`src/sv/pfc_pkg.sv`:
```
`timescale 1ns / 1ps
// ---------------------------------------------------------------------------
// pfc_pkg
// Shared types, constants and helpers of the digram cipher unit.
// ---------------------------------------------------------------------------
package pfc_pkg;

   localparam int SQUARE_SIDE = 5;
   localparam int CELL_COUNT = SQUARE_SIDE * SQUARE_SIDE;
   localparam int LETTER_W = 5;
   localparam int CELL_IDX_W = $clog2(CELL_COUNT + 1);
   localparam int RC_W = $clog2(SQUARE_SIDE);
   localparam int MAX_RESULTS = 4;
   localparam int SLOT_W = $clog2(MAX_RESULTS);
   localparam int COUNT_W = $clog2(MAX_RESULTS + 1);
   localparam int PFC_QUEUE_DEPTH = 2;
   localparam int CSR_DATA_W = 60;
   localparam int CSR_INDEX_W = 2;
   localparam int LOW_CELLS = 12;
   localparam int MID_CELLS = 12;

   // register indexes
   localparam logic [CSR_INDEX_W-1:0] CSR_DECRYPT_MODE = 2'd0;
   localparam logic [CSR_INDEX_W-1:0] CSR_CELLS_LOW = 2'd1;
   localparam logic [CSR_INDEX_W-1:0] CSR_CELLS_MID = 2'd2;
   localparam logic [CSR_INDEX_W-1:0] CSR_CELL_LAST = 2'd3;

   localparam logic [LETTER_W-1:0] LETTER_X = 5'd23;
   localparam logic [CELL_IDX_W-1:0] CELL_MISSING = CELL_IDX_W'(CELL_COUNT);

   typedef logic [CELL_COUNT-1:0][LETTER_W-1:0] cells_type;

   // one pairing command from the front to the back
   typedef struct packed {
      logic has_pair;
      logic [LETTER_W-1:0] first;
      logic [LETTER_W-1:0] second;
      logic last;
   } cmd_type;

   // row of a cell index (small table over the square)
   function automatic logic [RC_W-1:0] cell_row(input logic [CELL_IDX_W-1:0] idx);
      logic [RC_W-1:0] r;
      r = '0;
      for (int i = 0; i < CELL_COUNT; i++) begin
         if (idx == CELL_IDX_W'(i)) r = RC_W'(i / SQUARE_SIDE);
      end
      return r;
   endfunction

   // column of a cell index
   function automatic logic [RC_W-1:0] cell_col(input logic [CELL_IDX_W-1:0] idx);
      logic [RC_W-1:0] c;
      c = '0;
      for (int i = 0; i < CELL_COUNT; i++) begin
         if (idx == CELL_IDX_W'(i)) c = RC_W'(i % SQUARE_SIDE);
      end
      return c;
   endfunction

   // wrapping move by one, down when decrypting
   function automatic logic [RC_W-1:0] step_rc(input logic [RC_W-1:0] v, input logic dec);
      logic [RC_W-1:0] r;
      if (dec) r = (v == '0) ? RC_W'(SQUARE_SIDE - 1) : v - RC_W'(1);
      else r = (v == RC_W'(SQUARE_SIDE - 1)) ? '0 : v + RC_W'(1);
      return r;
   endfunction

endpackage

```
`src/sv/pfc_req_if.sv`:
```
`timescale 1ns / 1ps
// ---------------------------------------------------------------------------
// pfc_req_if
// Letter input channel: valid/ready with letter and end-of-message flag.
// ---------------------------------------------------------------------------
interface pfc_req_if;
   logic valid;
   logic ready;
   logic [4:0] letter_in;
   logic end_of_message;

   modport source(output valid, output letter_in, output end_of_message, input ready);
   modport sink(input valid, input letter_in, input end_of_message, output ready);
endinterface

```
`src/sv/pfc_rsp_if.sv`:
```
`timescale 1ns / 1ps
// ---------------------------------------------------------------------------
// pfc_rsp_if
// Result channel: valid/ready with letter, run-last and error flags.
// ---------------------------------------------------------------------------
interface pfc_rsp_if;
   logic valid;
   logic ready;
   logic [4:0] letter_out;
   logic run_last;
   logic bad_input;

   modport source(output valid, output letter_out, output run_last, output bad_input,
                  input ready);
   modport sink(input valid, input letter_out, input run_last, input bad_input,
                output ready);
endinterface

```
`src/sv/pfc_front.sv`:
```
`timescale 1ns / 1ps
// ---------------------------------------------------------------------------
// pfc_front
// Pairs incoming letters into digrams and issues commands to the queue.
// ---------------------------------------------------------------------------
module pfc_front (
   input  logic clock,
   input  logic reset,
   input  logic decrypt_mode,
   pfc_req_if.sink req,
   output logic push_valid,
   input  logic push_ready,
   output pfc_pkg::cmd_type push_cmd
);
   import pfc_pkg::*;

   logic holding_ff, holding_in;
   logic [LETTER_W-1:0] first_ff, first_in;
   logic accept;

   assign req.ready = push_ready;
   assign accept = req.valid && push_ready;

   // pairing decision for the arriving letter
   always_comb begin
      holding_in = holding_ff;
      first_in = first_ff;
      push_cmd.has_pair = 1'b0;
      push_cmd.first = first_ff;
      push_cmd.second = req.letter_in;
      push_cmd.last = req.end_of_message;
      if (!holding_ff) begin
         if (!req.end_of_message) begin
            first_in = req.letter_in;
            holding_in = 1'b1;
         end
      end else if (!decrypt_mode && first_ff == req.letter_in) begin
         // doubled letter: pair with filler, keep the letter held
         push_cmd.has_pair = 1'b1;
         push_cmd.second = LETTER_X;
      end else begin
         push_cmd.has_pair = 1'b1;
         holding_in = 1'b0;
      end
      if (req.end_of_message) begin
         holding_in = 1'b0;
         first_in = '0;
      end
   end

   // words that pair nothing and end nothing are absorbed here
   assign push_valid = req.valid && (push_cmd.has_pair || req.end_of_message);

   always_ff @(posedge clock) begin
      if (reset) begin
         holding_ff <= 1'b0;
         first_ff <= '0;
      end else if (accept) begin
         holding_ff <= holding_in;
         first_ff <= first_in;
      end
   end

endmodule

```
`src/sv/pfc_queue.sv`:
```
`timescale 1ns / 1ps
// ---------------------------------------------------------------------------
// pfc_queue
// Small command queue between front and back.
// ---------------------------------------------------------------------------
module pfc_queue #(
   parameter int DEPTH = pfc_pkg::PFC_QUEUE_DEPTH
) (
   input  logic clock,
   input  logic reset,
   input  logic push_valid,
   output logic push_ready,
   input  pfc_pkg::cmd_type push_cmd,
   output logic pop_valid,
   input  logic pop_ready,
   output pfc_pkg::cmd_type pop_cmd
);
   import pfc_pkg::*;

   localparam int PTR_W = (DEPTH > 1) ? $clog2(DEPTH) : 1;
   localparam int CNT_W = $clog2(DEPTH + 1);

   cmd_type entry_ff [DEPTH];
   logic [PTR_W-1:0] wr_ptr_ff, rd_ptr_ff;
   logic [CNT_W-1:0] count_ff, count_in;
   logic do_push, do_pop;

   assign push_ready = (count_ff != CNT_W'(DEPTH));
   assign pop_valid = (count_ff != '0);
   assign pop_cmd = entry_ff[rd_ptr_ff];
   assign do_push = push_valid && push_ready;
   assign do_pop = pop_valid && pop_ready;

   always_comb begin
      count_in = count_ff;
      if (do_push && !do_pop) count_in = count_ff + CNT_W'(1);
      else if (!do_push && do_pop) count_in = count_ff - CNT_W'(1);
   end

   always_ff @(posedge clock) begin
      if (reset) begin
         wr_ptr_ff <= '0;
         rd_ptr_ff <= '0;
         count_ff <= '0;
      end else begin
         count_ff <= count_in;
         if (do_push)
            wr_ptr_ff <= (wr_ptr_ff == PTR_W'(DEPTH - 1)) ? '0 : wr_ptr_ff + PTR_W'(1);
         if (do_pop)
            rd_ptr_ff <= (rd_ptr_ff == PTR_W'(DEPTH - 1)) ? '0 : rd_ptr_ff + PTR_W'(1);
      end
   end

   // entry storage
   always_ff @(posedge clock) begin
      if (do_push) entry_ff[wr_ptr_ff] <= push_cmd;
   end

endmodule

```
`src/sv/pfc_back.sv`:
```
`timescale 1ns / 1ps
// ---------------------------------------------------------------------------
// pfc_back
// Looks up digram cells, applies the square rules, tracks the withheld
// filler pair and streams the results one word per cycle while rsp ready is high.
// ---------------------------------------------------------------------------
module pfc_back (
   input  logic clock,
   input  logic reset,
   input  logic decrypt_mode,
   input  pfc_pkg::cells_type cells,
   input  logic pop_valid,
   output logic pop_ready,
   input  pfc_pkg::cmd_type pop_cmd,
   pfc_rsp_if.source rsp
);
   import pfc_pkg::*;

   // first cell holding the letter, or the missing code
   function automatic logic [CELL_IDX_W-1:0] find_cell(input cells_type sq,
                                                       input logic [LETTER_W-1:0] letter);
      logic [CELL_IDX_W-1:0] idx;
      idx = CELL_MISSING;
      for (int i = CELL_COUNT - 1; i >= 0; i--) begin
         if (sq[i] == letter) idx = CELL_IDX_W'(i);
      end
      return idx;
   endfunction

   // lookup stage
   logic lk_valid_ff, lk_valid_in;
   logic [CELL_IDX_W-1:0] lk_a_ff, lk_b_ff;
   logic lk_has_pair_ff, lk_last_ff;
   logic lk_advance;

   // withheld pair state
   logic pend_ff, pend_in;
   logic [LETTER_W-1:0] held_ff, held_in;

   // result list
   logic [LETTER_W-1:0] list_letter_ff [MAX_RESULTS];
   logic list_bad_ff [MAX_RESULTS];
   logic [COUNT_W-1:0] list_cnt_ff;
   logic [SLOT_W-1:0] list_idx_ff;
   logic list_busy_ff;
   logic list_done, can_load;

   // square rule results
   logic [RC_W-1:0] ra, ca, rb, cb, ra_n, ca_n, rb_n, cb_n;
   logic [CELL_IDX_W-1:0] pos1, pos2;
   logic [LETTER_W-1:0] p1, p2;
   logic pair_bad;
   logic [LETTER_W-1:0] ent_letter [MAX_RESULTS];
   logic ent_bad [MAX_RESULTS];
   logic [COUNT_W-1:0] n;

   assign list_done = list_busy_ff && rsp.ready
                      && ({1'b0, list_idx_ff} == list_cnt_ff - COUNT_W'(1));
   assign can_load = !list_busy_ff || list_done;
   assign lk_advance = lk_valid_ff && can_load;
   assign pop_ready = !lk_valid_ff || lk_advance;

   always_comb begin
      lk_valid_in = lk_valid_ff;
      if (pop_valid && pop_ready) lk_valid_in = 1'b1;
      else if (lk_advance) lk_valid_in = 1'b0;
   end

   // lookup registers
   always_ff @(posedge clock) begin
      if (pop_valid && pop_ready) begin
         lk_a_ff <= find_cell(cells, pop_cmd.first);
         lk_b_ff <= find_cell(cells, pop_cmd.second);
         lk_has_pair_ff <= pop_cmd.has_pair;
         lk_last_ff <= pop_cmd.last;
      end
   end

   // row/column rule and cell fetch
   always_comb begin
      ra = cell_row(lk_a_ff);
      ca = cell_col(lk_a_ff);
      rb = cell_row(lk_b_ff);
      cb = cell_col(lk_b_ff);
      ra_n = ra;
      rb_n = rb;
      ca_n = ca;
      cb_n = cb;
      if (ra == rb) begin
         ca_n = step_rc(ca, decrypt_mode);
         cb_n = step_rc(cb, decrypt_mode);
      end else if (ca == cb) begin
         ra_n = step_rc(ra, decrypt_mode);
         rb_n = step_rc(rb, decrypt_mode);
      end else begin
         ca_n = cb;
         cb_n = ca;
      end
      pos1 = CELL_IDX_W'(ra_n * SQUARE_SIDE + ca_n);
      pos2 = CELL_IDX_W'(rb_n * SQUARE_SIDE + cb_n);
      p1 = cells[pos1];
      p2 = cells[pos2];
      pair_bad = (lk_a_ff == CELL_MISSING) || (lk_b_ff == CELL_MISSING)
                 || (lk_a_ff == lk_b_ff);
   end

   // build the result list of one command
   always_comb begin
      n = '0;
      pend_in = pend_ff;
      held_in = held_ff;
      for (int k = 0; k < MAX_RESULTS; k++) begin
         ent_letter[k] = '0;
         ent_bad[k] = 1'b0;
      end
      if (lk_has_pair_ff) begin
         if (pair_bad) begin
            if (pend_in) begin
               ent_letter[n[SLOT_W-1:0]] = held_in;
               n = n + COUNT_W'(1);
               ent_letter[n[SLOT_W-1:0]] = LETTER_X;
               n = n + COUNT_W'(1);
               pend_in = 1'b0;
            end
            ent_bad[n[SLOT_W-1:0]] = 1'b1;
            n = n + COUNT_W'(1);
         end else begin
            if (pend_in) begin
               ent_letter[n[SLOT_W-1:0]] = held_in;
               n = n + COUNT_W'(1);
               // filler dropped when the next pair repeats the letter
               if (p1 != held_in) begin
                  ent_letter[n[SLOT_W-1:0]] = LETTER_X;
                  n = n + COUNT_W'(1);
               end
               pend_in = 1'b0;
            end
            if (decrypt_mode && p2 == LETTER_X && !lk_last_ff) begin
               held_in = p1;
               pend_in = 1'b1;
            end else begin
               ent_letter[n[SLOT_W-1:0]] = p1;
               n = n + COUNT_W'(1);
               ent_letter[n[SLOT_W-1:0]] = p2;
               n = n + COUNT_W'(1);
            end
         end
      end
      // end of message flushes a withheld pair
      if (lk_last_ff) begin
         if (pend_in) begin
            ent_letter[n[SLOT_W-1:0]] = held_in;
            n = n + COUNT_W'(1);
            ent_letter[n[SLOT_W-1:0]] = LETTER_X;
            n = n + COUNT_W'(1);
         end
         pend_in = 1'b0;
         held_in = '0;
      end
   end

   // control registers
   always_ff @(posedge clock) begin
      if (reset) begin
         lk_valid_ff <= 1'b0;
         list_busy_ff <= 1'b0;
         list_idx_ff <= '0;
         list_cnt_ff <= '0;
         pend_ff <= 1'b0;
         held_ff <= '0;
      end else begin
         lk_valid_ff <= lk_valid_in;
         if (lk_advance) begin
            pend_ff <= pend_in;
            held_ff <= held_in;
            list_busy_ff <= (n != '0);
            list_cnt_ff <= n;
            list_idx_ff <= '0;
         end else if (list_done) begin
            list_busy_ff <= 1'b0;
         end else if (list_busy_ff && rsp.ready) begin
            list_idx_ff <= list_idx_ff + SLOT_W'(1);
         end
      end
   end

   // list payload
   always_ff @(posedge clock) begin
      if (lk_advance) begin
         for (int k = 0; k < MAX_RESULTS; k++) begin
            list_letter_ff[k] <= ent_letter[k];
            list_bad_ff[k] <= ent_bad[k];
         end
      end
   end

   assign rsp.valid = list_busy_ff;
   assign rsp.letter_out = list_letter_ff[list_idx_ff];
   assign rsp.bad_input = list_bad_ff[list_idx_ff];
   assign rsp.run_last = ({1'b0, list_idx_ff} == list_cnt_ff - COUNT_W'(1));

   // checks
   a_idx_in_list: assert property (@(posedge clock) disable iff (reset)
      list_busy_ff |-> ({1'b0, list_idx_ff} < list_cnt_ff))
      else $error("result index beyond list");

   a_bad_is_zero: assert property (@(posedge clock) disable iff (reset)
      (rsp.valid && rsp.bad_input) |-> (rsp.letter_out == '0))
      else $error("error result carries a letter");

   a_list_continues: assert property (@(posedge clock) disable iff (reset)
      (rsp.valid && rsp.ready && !rsp.run_last) |=> rsp.valid)
      else $error("result list ended early");

   a_no_load_over_busy: assert property (@(posedge clock) disable iff (reset)
      (list_busy_ff && !rsp.ready) |=> (list_busy_ff && $stable(list_idx_ff)))
      else $error("stalled result list changed");

endmodule

```
`src/sv/playfair_digram_cipher_unit.sv`:
```
`timescale 1ns / 1ps
// ---------------------------------------------------------------------------
// playfair_digram_cipher_unit
// Digram cipher over a configured 5x5 key square.
// ---------------------------------------------------------------------------
// Usage:
//   req_chan carries one letter word (a=0..z=25) plus an end-of-message flag.
//   rsp_chan carries produced letters; run_last marks the final word caused
//   by one input word, bad_input marks an error word (letter 0).
//   csr_* writes decrypt mode and the square cells; user writes only while idle, not enforced.
// Path: a completing letter's first result passes the queue entry, the lookup
//   register and the result list register before it is valid.
// Throughput: a letter can be accepted every cycle while the command queue
//   has room; results leave at one word per cycle from the result list while
//   rsp ready is high, and a pair that flushes a withheld letter yields up to
//   four words per two letters.
// Reset: synchronous; clears pairing and withheld state, the queue, the
//   result list and all configuration registers.
// Stall: while rsp ready is low the current word holds; the queue keeps
//   taking letters until it fills, then req ready drops.
// ---------------------------------------------------------------------------
module playfair_digram_cipher_unit #(
   parameter int QUEUE_DEPTH = pfc_pkg::PFC_QUEUE_DEPTH
) (
   input  logic clock,
   input  logic reset,
   pfc_req_if.sink req_chan,
   pfc_rsp_if.source rsp_chan,
   input  logic csr_we,
   input  logic [pfc_pkg::CSR_INDEX_W-1:0] csr_index,
   input  logic [pfc_pkg::CSR_DATA_W-1:0] csr_wdata
);
   import pfc_pkg::*;

   logic decrypt_ff;
   logic [CSR_DATA_W-1:0] cells_low_ff, cells_mid_ff;
   logic [LETTER_W-1:0] cell_last_ff;
   cells_type cells;

   logic push_valid, push_ready, pop_valid, pop_ready;
   cmd_type push_cmd, pop_cmd;

   // configuration registers
   always_ff @(posedge clock) begin
      if (reset) begin
         decrypt_ff <= 1'b0;
         cells_low_ff <= '0;
         cells_mid_ff <= '0;
         cell_last_ff <= '0;
      end else if (csr_we) begin
         case (csr_index)
            CSR_DECRYPT_MODE: decrypt_ff <= csr_wdata[0];
            CSR_CELLS_LOW: cells_low_ff <= csr_wdata;
            CSR_CELLS_MID: cells_mid_ff <= csr_wdata;
            CSR_CELL_LAST: cell_last_ff <= csr_wdata[LETTER_W-1:0];
            default: decrypt_ff <= decrypt_ff;
         endcase
      end
   end

   // unpack the square
   always_comb begin
      for (int i = 0; i < CELL_COUNT; i++) begin
         if (i < LOW_CELLS) cells[i] = cells_low_ff[LETTER_W*i +: LETTER_W];
         else if (i < LOW_CELLS + MID_CELLS)
            cells[i] = cells_mid_ff[LETTER_W*(i-LOW_CELLS) +: LETTER_W];
         else cells[i] = cell_last_ff;
      end
   end

   pfc_front u_front (
      .clock(clock),
      .reset(reset),
      .decrypt_mode(decrypt_ff),
      .req(req_chan),
      .push_valid(push_valid),
      .push_ready(push_ready),
      .push_cmd(push_cmd)
   );

   pfc_queue #(.DEPTH(QUEUE_DEPTH)) u_queue (
      .clock(clock),
      .reset(reset),
      .push_valid(push_valid),
      .push_ready(push_ready),
      .push_cmd(push_cmd),
      .pop_valid(pop_valid),
      .pop_ready(pop_ready),
      .pop_cmd(pop_cmd)
   );

   pfc_back u_back (
      .clock(clock),
      .reset(reset),
      .decrypt_mode(decrypt_ff),
      .cells(cells),
      .pop_valid(pop_valid),
      .pop_ready(pop_ready),
      .pop_cmd(pop_cmd),
      .rsp(rsp_chan)
   );

endmodule
```
`src/flat_wrapper.sv`:
```
// flat-port wrapper written by rule: the top's interface ports become plain ports
module playfair_digram_cipher_unit_flat import pfc_pkg::*;
#(
   parameter int QUEUE_DEPTH = pfc_pkg::PFC_QUEUE_DEPTH
)
  (clock, reset, csr_we, csr_index, csr_wdata, req_chan_valid, req_chan_letter_in, req_chan_end_of_message, req_chan_ready, rsp_chan_valid, rsp_chan_letter_out, rsp_chan_run_last, rsp_chan_bad_input, rsp_chan_ready);
  pfc_req_if req_chan_i ();
  pfc_rsp_if rsp_chan_i ();
  input  logic clock;
  input  logic reset;
  input  logic csr_we;
  input  logic [pfc_pkg::CSR_INDEX_W-1:0] csr_index;
  input  logic [pfc_pkg::CSR_DATA_W-1:0] csr_wdata;
  input wire logic [$bits(req_chan_i.valid)-1:0] req_chan_valid;
  input wire logic [$bits(req_chan_i.letter_in)-1:0] req_chan_letter_in;
  input wire logic [$bits(req_chan_i.end_of_message)-1:0] req_chan_end_of_message;
  output wire logic [$bits(req_chan_i.ready)-1:0] req_chan_ready;
  output wire logic [$bits(rsp_chan_i.valid)-1:0] rsp_chan_valid;
  output wire logic [$bits(rsp_chan_i.letter_out)-1:0] rsp_chan_letter_out;
  output wire logic [$bits(rsp_chan_i.run_last)-1:0] rsp_chan_run_last;
  output wire logic [$bits(rsp_chan_i.bad_input)-1:0] rsp_chan_bad_input;
  input wire logic [$bits(rsp_chan_i.ready)-1:0] rsp_chan_ready;
  assign req_chan_i.valid = req_chan_valid;
  assign req_chan_i.letter_in = req_chan_letter_in;
  assign req_chan_i.end_of_message = req_chan_end_of_message;
  assign req_chan_ready = req_chan_i.ready;
  assign rsp_chan_valid = rsp_chan_i.valid;
  assign rsp_chan_letter_out = rsp_chan_i.letter_out;
  assign rsp_chan_run_last = rsp_chan_i.run_last;
  assign rsp_chan_bad_input = rsp_chan_i.bad_input;
  assign rsp_chan_i.ready = rsp_chan_ready;
  playfair_digram_cipher_unit #(.QUEUE_DEPTH(QUEUE_DEPTH)) u_core (.clock(clock), .reset(reset), .req_chan(req_chan_i), .rsp_chan(rsp_chan_i), .csr_we(csr_we), .csr_index(csr_index), .csr_wdata(csr_wdata));
endmodule
```
`config.mk`:
```
export PLATFORM = sky130hd
export DESIGN_NAME = playfair_digram_cipher_unit_flat
export DESIGN_NICKNAME = d
export VERILOG_FILES = /design/src/sv/pfc_pkg.sv /design/src/sv/pfc_req_if.sv /design/src/sv/pfc_rsp_if.sv /design/src/sv/pfc_front.sv /design/src/sv/pfc_queue.sv /design/src/sv/pfc_back.sv /design/src/sv/playfair_digram_cipher_unit.sv /design/src/flat_wrapper.sv
export SDC_FILE = /design/constraint.sdc
export NUM_CORES = 1
export LEC_CHECK = 0
export BUFFER_PORTS_ARGS = -buffer_cell sky130_fd_sc_hd__buf_4
export CAP_MARGIN = 25
export CORE_ASPECT_RATIO = 0.7
export CORE_UTILIZATION = 55
export CTS_CLUSTER_SIZE = 30
export DETAILED_ROUTE_END_ITERATION = 16
export PLACE_DENSITY = 0.78
export SYNTH_ARGS = -nofsm -noshare
export SYNTH_HDL_FRONTEND = slang
export SYNTH_HIERARCHICAL = 1
export SYNTH_SLANG_ARGS = --single-unit
```
`constraint.sdc`:
```
create_clock -name clock -period 8.8 [get_ports clock]
set_input_delay 0.88 -clock clock [delete_from_list [all_inputs] [get_ports clock]]
set_output_delay 0.88 -clock clock [all_outputs]
set_load 0.005 [all_outputs]
```
# Yosys cells after proc, flatten, opt, wreduce, memory -nomap -nowiden
# Memories as Yosys holds them, arrays and structs flattened. A register that Yosys moved wholly into a read port is not among the register bits.
# Cells that the tools add are included.
[totals]
mem_count = 3
inputBits = 73
register_bits = 161
mem_bits_rw = 48
[memory_table]
columns = ["memory", "depth", "width", "read_ports", "rd_ports_with_merged_regs", "write_ports", "line", "source"]
rows = [
  ["u_core.u_queue.entry_ff", 2, 12, 1, 1, 1, "pfc_queue.sv:23", "cmd_type entry_ff [DEPTH];"],
  ["u_core.u_back.list_letter_ff", 4, 5, 1, 1, 4, "pfc_back.sv:41", "logic [LETTER_W-1:0] list_letter_ff [MAX_RESULTS];"],
  ["u_core.u_back.list_bad_ff", 4, 1, 1, 1, 4, "pfc_back.sv:42", "logic list_bad_ff [MAX_RESULTS];"],
]
[classes]
addsub = 21
bitwise = 9
mux = 232
n_lt_le_gt_ge = 12
mul = 2
n_reduce_logical = 53
n_eq_ne = 116
[op_table]
columns = ["cell", "count"]
rows = [
  ["2-to-1 mux 3 bit", 121],
  ["== test 5 bit", 52],
  ["2-to-1 mux 5 bit", 31],
  ["== test 5 bit (second input constant)", 21],
  ["== test 5 x 4 -> 1 bit (second input constant)", 16],
  ["2-to-1 mux 20 bit", 4],
  ["2-to-1 mux 4 bit", 18],
  ["bitwise mux 20 bit", 3],
  ["2-to-1 mux 10 bit", 6],
  ["binary-select mux 5 bit (select 5 bit)", 2],
  ["demux 5 bit (select 2 bit)", 4],
  ["== test 5 x 3 -> 1 bit (second input constant)", 8],
  ["OR reduction 16 bit", 2],
  ["2-to-1 mux 1 bit", 29],
  ["adder 3 x 1 -> 3 bit (second input constant)", 9],
  ["2-to-1 mux 2 bit", 13],
  ["== test 5 x 2 -> 1 bit (second input constant)", 4],
  ["logical AND 1 bit", 17],
  ["bitwise OR 16 bit", 1],
  ["OR reduction 8 bit", 2],
  [">= comparator 3 bit (second input constant)", 5],
  ["less-than comparator 3 x 1 -> 1 bit (second input constant)", 5],
  ["NOT 2 -> 3 bit", 5],
  ["subtractor 3 x 1 -> 3 bit (second input constant)", 5],
  ["27 further kinds", 62],
]

# Longest topological paths before layout
[depth]
depth_word = 52
depth_mapped = 28
depth_no_buf = 26

# By module
# The synthesis kept the hierarchy.
[by_module_without_submodules]
columns = ["mod", "area_each_um2", "cells_each", "instances"]
rows = [
  ["pfc_back", 9470.3, 1094, 1],
  ["playfair_digram_cipher_unit", 5255.0, 478, 1],
  ["pfc_queue", 1083.5, 61, 1],
  ["pfc_front", 391.6, 49, 1],
]

# Worst setup path after synthesis
# No wires, ideal clock.
[synth_timing]
path_kind = "reg-to-reg"
startpoint = "register u_core.u_back.lk_a_ff[2]"
endpoint = "memory u_core.u_back.list_letter_ff[2][2] (data pin)"
period_less_slack_ns = 6.393
path_slack_ns = 2.407
setup_ns = 0.140
n_path_buf = 4
arrival_time_ns = 6.252
stages_incl_launch_ff = 26
cell_sequence = "edfxtp_1 > buf_4 > or3b_1 > o31ai_1 > inv_1 > ha_1 > or2_2 > mux4_2 > nor2_1 > a21oi_1 > ha_1 > ha_1 > inv_1 > fa_1 > clkbuf_1 > clkbuf_1 > mux4_2 > mux2i_1 > a21oi_1 > o21ai_1 > a21oi_1 > nand4b_2 > nor4_4 > buf_6 > mux2_1 > nor2_1"
[synth_rtl]
columns = ["item", "line", "source"]
rows = [
  ["start, declared", "pfc_back.sv:32", "logic [CELL_IDX_W-1:0] lk_a_ff, lk_b_ff;"],
  ["start signal, assigned", "pfc_back.sv:72", "lk_a_ff <= find_cell(cells, pop_cmd.first);"],
  ["end, declared", "pfc_back.sv:41", ""],
]

==> flow_metrics.py <==
metrics = {
    "status": {
        "status": "finished, violations left",
        "violations": "DRC",
    },
    "sta": {
        "slew_headroom_pct": 30.2,
        "fin_ws_ps": 1230,
        "finalSetupTns_ps": 0,
        "worst_pin_slew_ps": 1050,
        "finalSetupViolCount": 0,
        "min_period_ps": 7570,
        "skew_ps": 17.4,
        "grt_setup_unrepaired": "false",
        "period_share_pct": 86.1,
        "slew_viol_final": 0,
        "hold_viol_final": 0,
        "max_freq_mhz": 132,
    },
    "yosys": {
        "ys_seq_area_share_pct": 29.5,
        "synthesis.nets": 1787,
        "synth_edf_count": 58,
        "synthArstFlopShare_pct": 0,
        "netlist_instances": 1682,
        "ys_warn_count": 6,
        "synth_area_um2": 16200,
        "synth_ff_type": "dfxtp_1",
        "syn_avg_cell_area_um2": 9.63,
        "synth-seq-cells": 210,
        "ys_types": 83,
    },
    "route": {
        "route.met3.wl_mm": 5.13,
        "totalWireLength_mm": 46.3,
        "wl_per_cell_um": 22.3,
        "dr_wl_met2_mm": 19.6,
        "drt_pass1_iterations": 12,
        "vias": 13100,
        "viasPerCell": 6.30,
        "highest_layer": "met4",
        "antenna_left": 0,
        "drcViolationCount": 1,
        "wl_met1_mm": 20.2,
        "first_iter_violations": 1620,
    },
    "layout": {
        "area_delta_synth_final_pct": 7.63,
        "fin_nets": 1796,
        "fin_area_um2": 17400,
        "num_antenna_cells": 0,
        "fillers": 2448,
        "final_cell_mix": "nand2b_1, mux2i_1, xor2_1",
        "layout_commonest_cell": "nand2b_1",
        "drive_above_1_share_pct": 14.9,
    },
    "clocking": {
        "htreeDepth": 1,
        "clk_latency_ps": 530,
        "cts_buffers": 22,
        "ctsHoldBuffers": 0,
        "post_cts_buffers": 0,
        "cts.sink_count": 210,
        "clkTransAtPathRegs_ps": 60,
        "cts_tree": "yes",
        "clk_path_buf_depth": 3,
        "root_buffer": "clkbuf_16",
        "ctsResizeCount": 0,
    },
    "grt": {
        "grt_pass1_vias": 12500,
        "grt_pass1_wl_mm": 72.6,
        "antenna_found_initial": 0,
        "gr-total-overflow": 0,
        "grt_use_total_pct": 30.5,
        "grt_max_degree": 114,
    },
    "worst_setup_path": {
        "startpoint": "u_core/u_back/lk_a_ff[3]$_SDFFCE_PP0P_",
        "reg2reg_from": "u_core/u_back/lk_a_ff[3]$_SDFFCE_PP0P_",
        "slowest_stage": "xor2_1",
        "cp_max_fo": 21,
        "critPathMaxStageDelay_ps": 790,
        "critical_path_arrival_ps": 7860,
        "cp_cell_sequence": "inv_1 -> maj3_2 -> a31oi_1 -> xnor2_1 -> nand2_1 -> nand2_1 -> nor2_1 -> a21oi_1 -> ha_1 -> ha_1 -> ha_1 -> a21o_1 -> a21oi_1 -> xor2_1 -> xnor2_1 -> a31oi_1 -> a31o_1 -> nor3_2 -> o21ai_0 -> nand4b_2 -> nor4_4 -> nor2_1 -> o31a_1",
        "cp-start-kind": "register",
        "crit_path_end_kind": "register",
        "critical_path_buf_inv_count": 1,
        "crit_family": "simple AND/OR/NAND/NOR gates",
        "critPathKind": "reg2reg",
        "cp.required_ps": 9080,
        "cpMostUsedCell": "ha_1",
    },
    "worst_hold_path": {
        "hold_class": "reg2reg",
        "hold_start": "u_core/u_queue/rd_ptr_ff$_SDFFE_PP0P_",
    },
    "floorplanning": {
        "coreArea_um2": 29000,
        "io_pins": 82,
        "num_rows": 52,
        "die_h_um": 146,
        "design.die.area_um2": 30200,
        "start_util_pct": 56.0,
        "die_x_um": 207,
    },
    "placement": {
        "port_buffers": 81,
        "dp_slack_ps": 1510,
        "gp_congestion": 0.990,
        "post_dp_cell_area_um2": 16800,
        "hpwl_mm": 33.7,
    },
    "run": {
        "max-cap-violations": 0,
    },
}
-- state kept, by name, summed over array words and instances, names as in the netlist, 2 cells and up, named ones only --
signal / count
u_core/u_back/lk_a_ff: 5
u_core/u_back/lk_b_ff: 5
u_core/u_back/list_bad_ff: 2
u_core/u_back/list_cnt_ff: 3
u_core/u_front/first_ff: 5
u_core/cells_mid_ff: 60
u_core/u_back/list_idx_ff: 2
u_core/u_back/held_ff: 5
u_core/cell_last_ff: 5
u_core/u_queue/count_ff: 2
u_core/u_back/list_letter_ff: 20
u_core/cells_low_ff: 60
u_core/u_queue/entry_ff: 24
-- layer usage --
| layer | up-vias | GRT usage [%] |
|---|---|---|
| li1 | 5919 | - |
| met1 | 6354 | 44.2 |
| met2 | 735 | 45.2 |
| met3 | 105 | 6.84 |
| met4 | 0 | 9.14 |
| met5 | - | 0 |
-- stage by stage --
stage	hold WS (ps)	cells	utilization, %
2_1_floorplan	462	1682	-
3_3_place_gp	488	2042	57.8
3_5_place_dp	500	2044	57.9
4_1_cts	521	2080	60.2
5_1_grt	533	2081	60.2
6_report	513	2081	60.2
-- cells in the mapped netlist, types with 16 or more instances --
| cell type | count | area (um^2) |
|---|---|---|
| xnor2_1 | 138 | 1210 |
| nand2b_1 | 195 | 1220 |
| nor3_1 | 71 | 355 |
| ha_1 | 30 | 375 |
| nor2_1 | 76 | 285 |
| mux2_2 | 24 | 270 |
| edfxtp_1 | 58 | 1740 |
| buf_2 | 16 | 80.1 |
| xor2_1 | 154 | 1350 |
| mux2i_1 | 158 | 1580 |
| dfxtp_1 | 152 | 3040 |
| clkbuf_1 | 57 | 214 |
| o21ai_0 | 42 | 210 |
| nand3_1 | 68 | 340 |
| a21oi_1 | 62 | 310 |
| nor2b_1 | 17 | 106 |
| mux4_2 | 67 | 1510 |
| inv_1 | 38 | 143 |
| nand2_1 | 63 | 236 |
-- cell type report --
class,count,area (um^2),share of cell area (%)
clock inverters,6,58.8,0.337
repair buffers,93,696,3.99
well taps,378,473,2.71
flip-flops and latches,210,4780,27.4
multi-input cells,1324,10700,61.2
clock buffers,30,611,3.50
inverters,40,150,0.861
-- worst min-delay path: cells and delay by family (launching register included) --
kind	cells	cell delay (ps)
flops	1	330
simple gates	1	80
xor+xnor	1	80
-- logic make-up after synthesis --
kind of cell | after synthesis | share of synthesized area (%)
muxes | 250 | 20.8
adders and majority gates | 33 | 2.63
and+or+nand+nor | 552 | 18.7
DFF | 210 | 29.5
buffers and inverters | 148 | 4.68
xor gates and xnor gates | 292 | 15.8
AOI/OAI and AO/OA | 197 | 7.82
-- final timing paths --
kind	slack, ps	end	depth (start not counted)
max	1230	u_core/u_back/list_letter_ff[1][1]$_DFFE_PP_	23
max reg2reg	1230	u_core/u_back/list_letter_ff[1][1]$_DFFE_PP_	23
min reg2reg	510	u_core/u_queue/rd_ptr_ff$_SDFFE_PP0P_	2
min	510	u_core/u_queue/rd_ptr_ff$_SDFFE_PP0P_	2
Power is left out: the tool's default activity adds up to more than one toggle a clock period on the data nets, which glitch-free logic cannot reach.
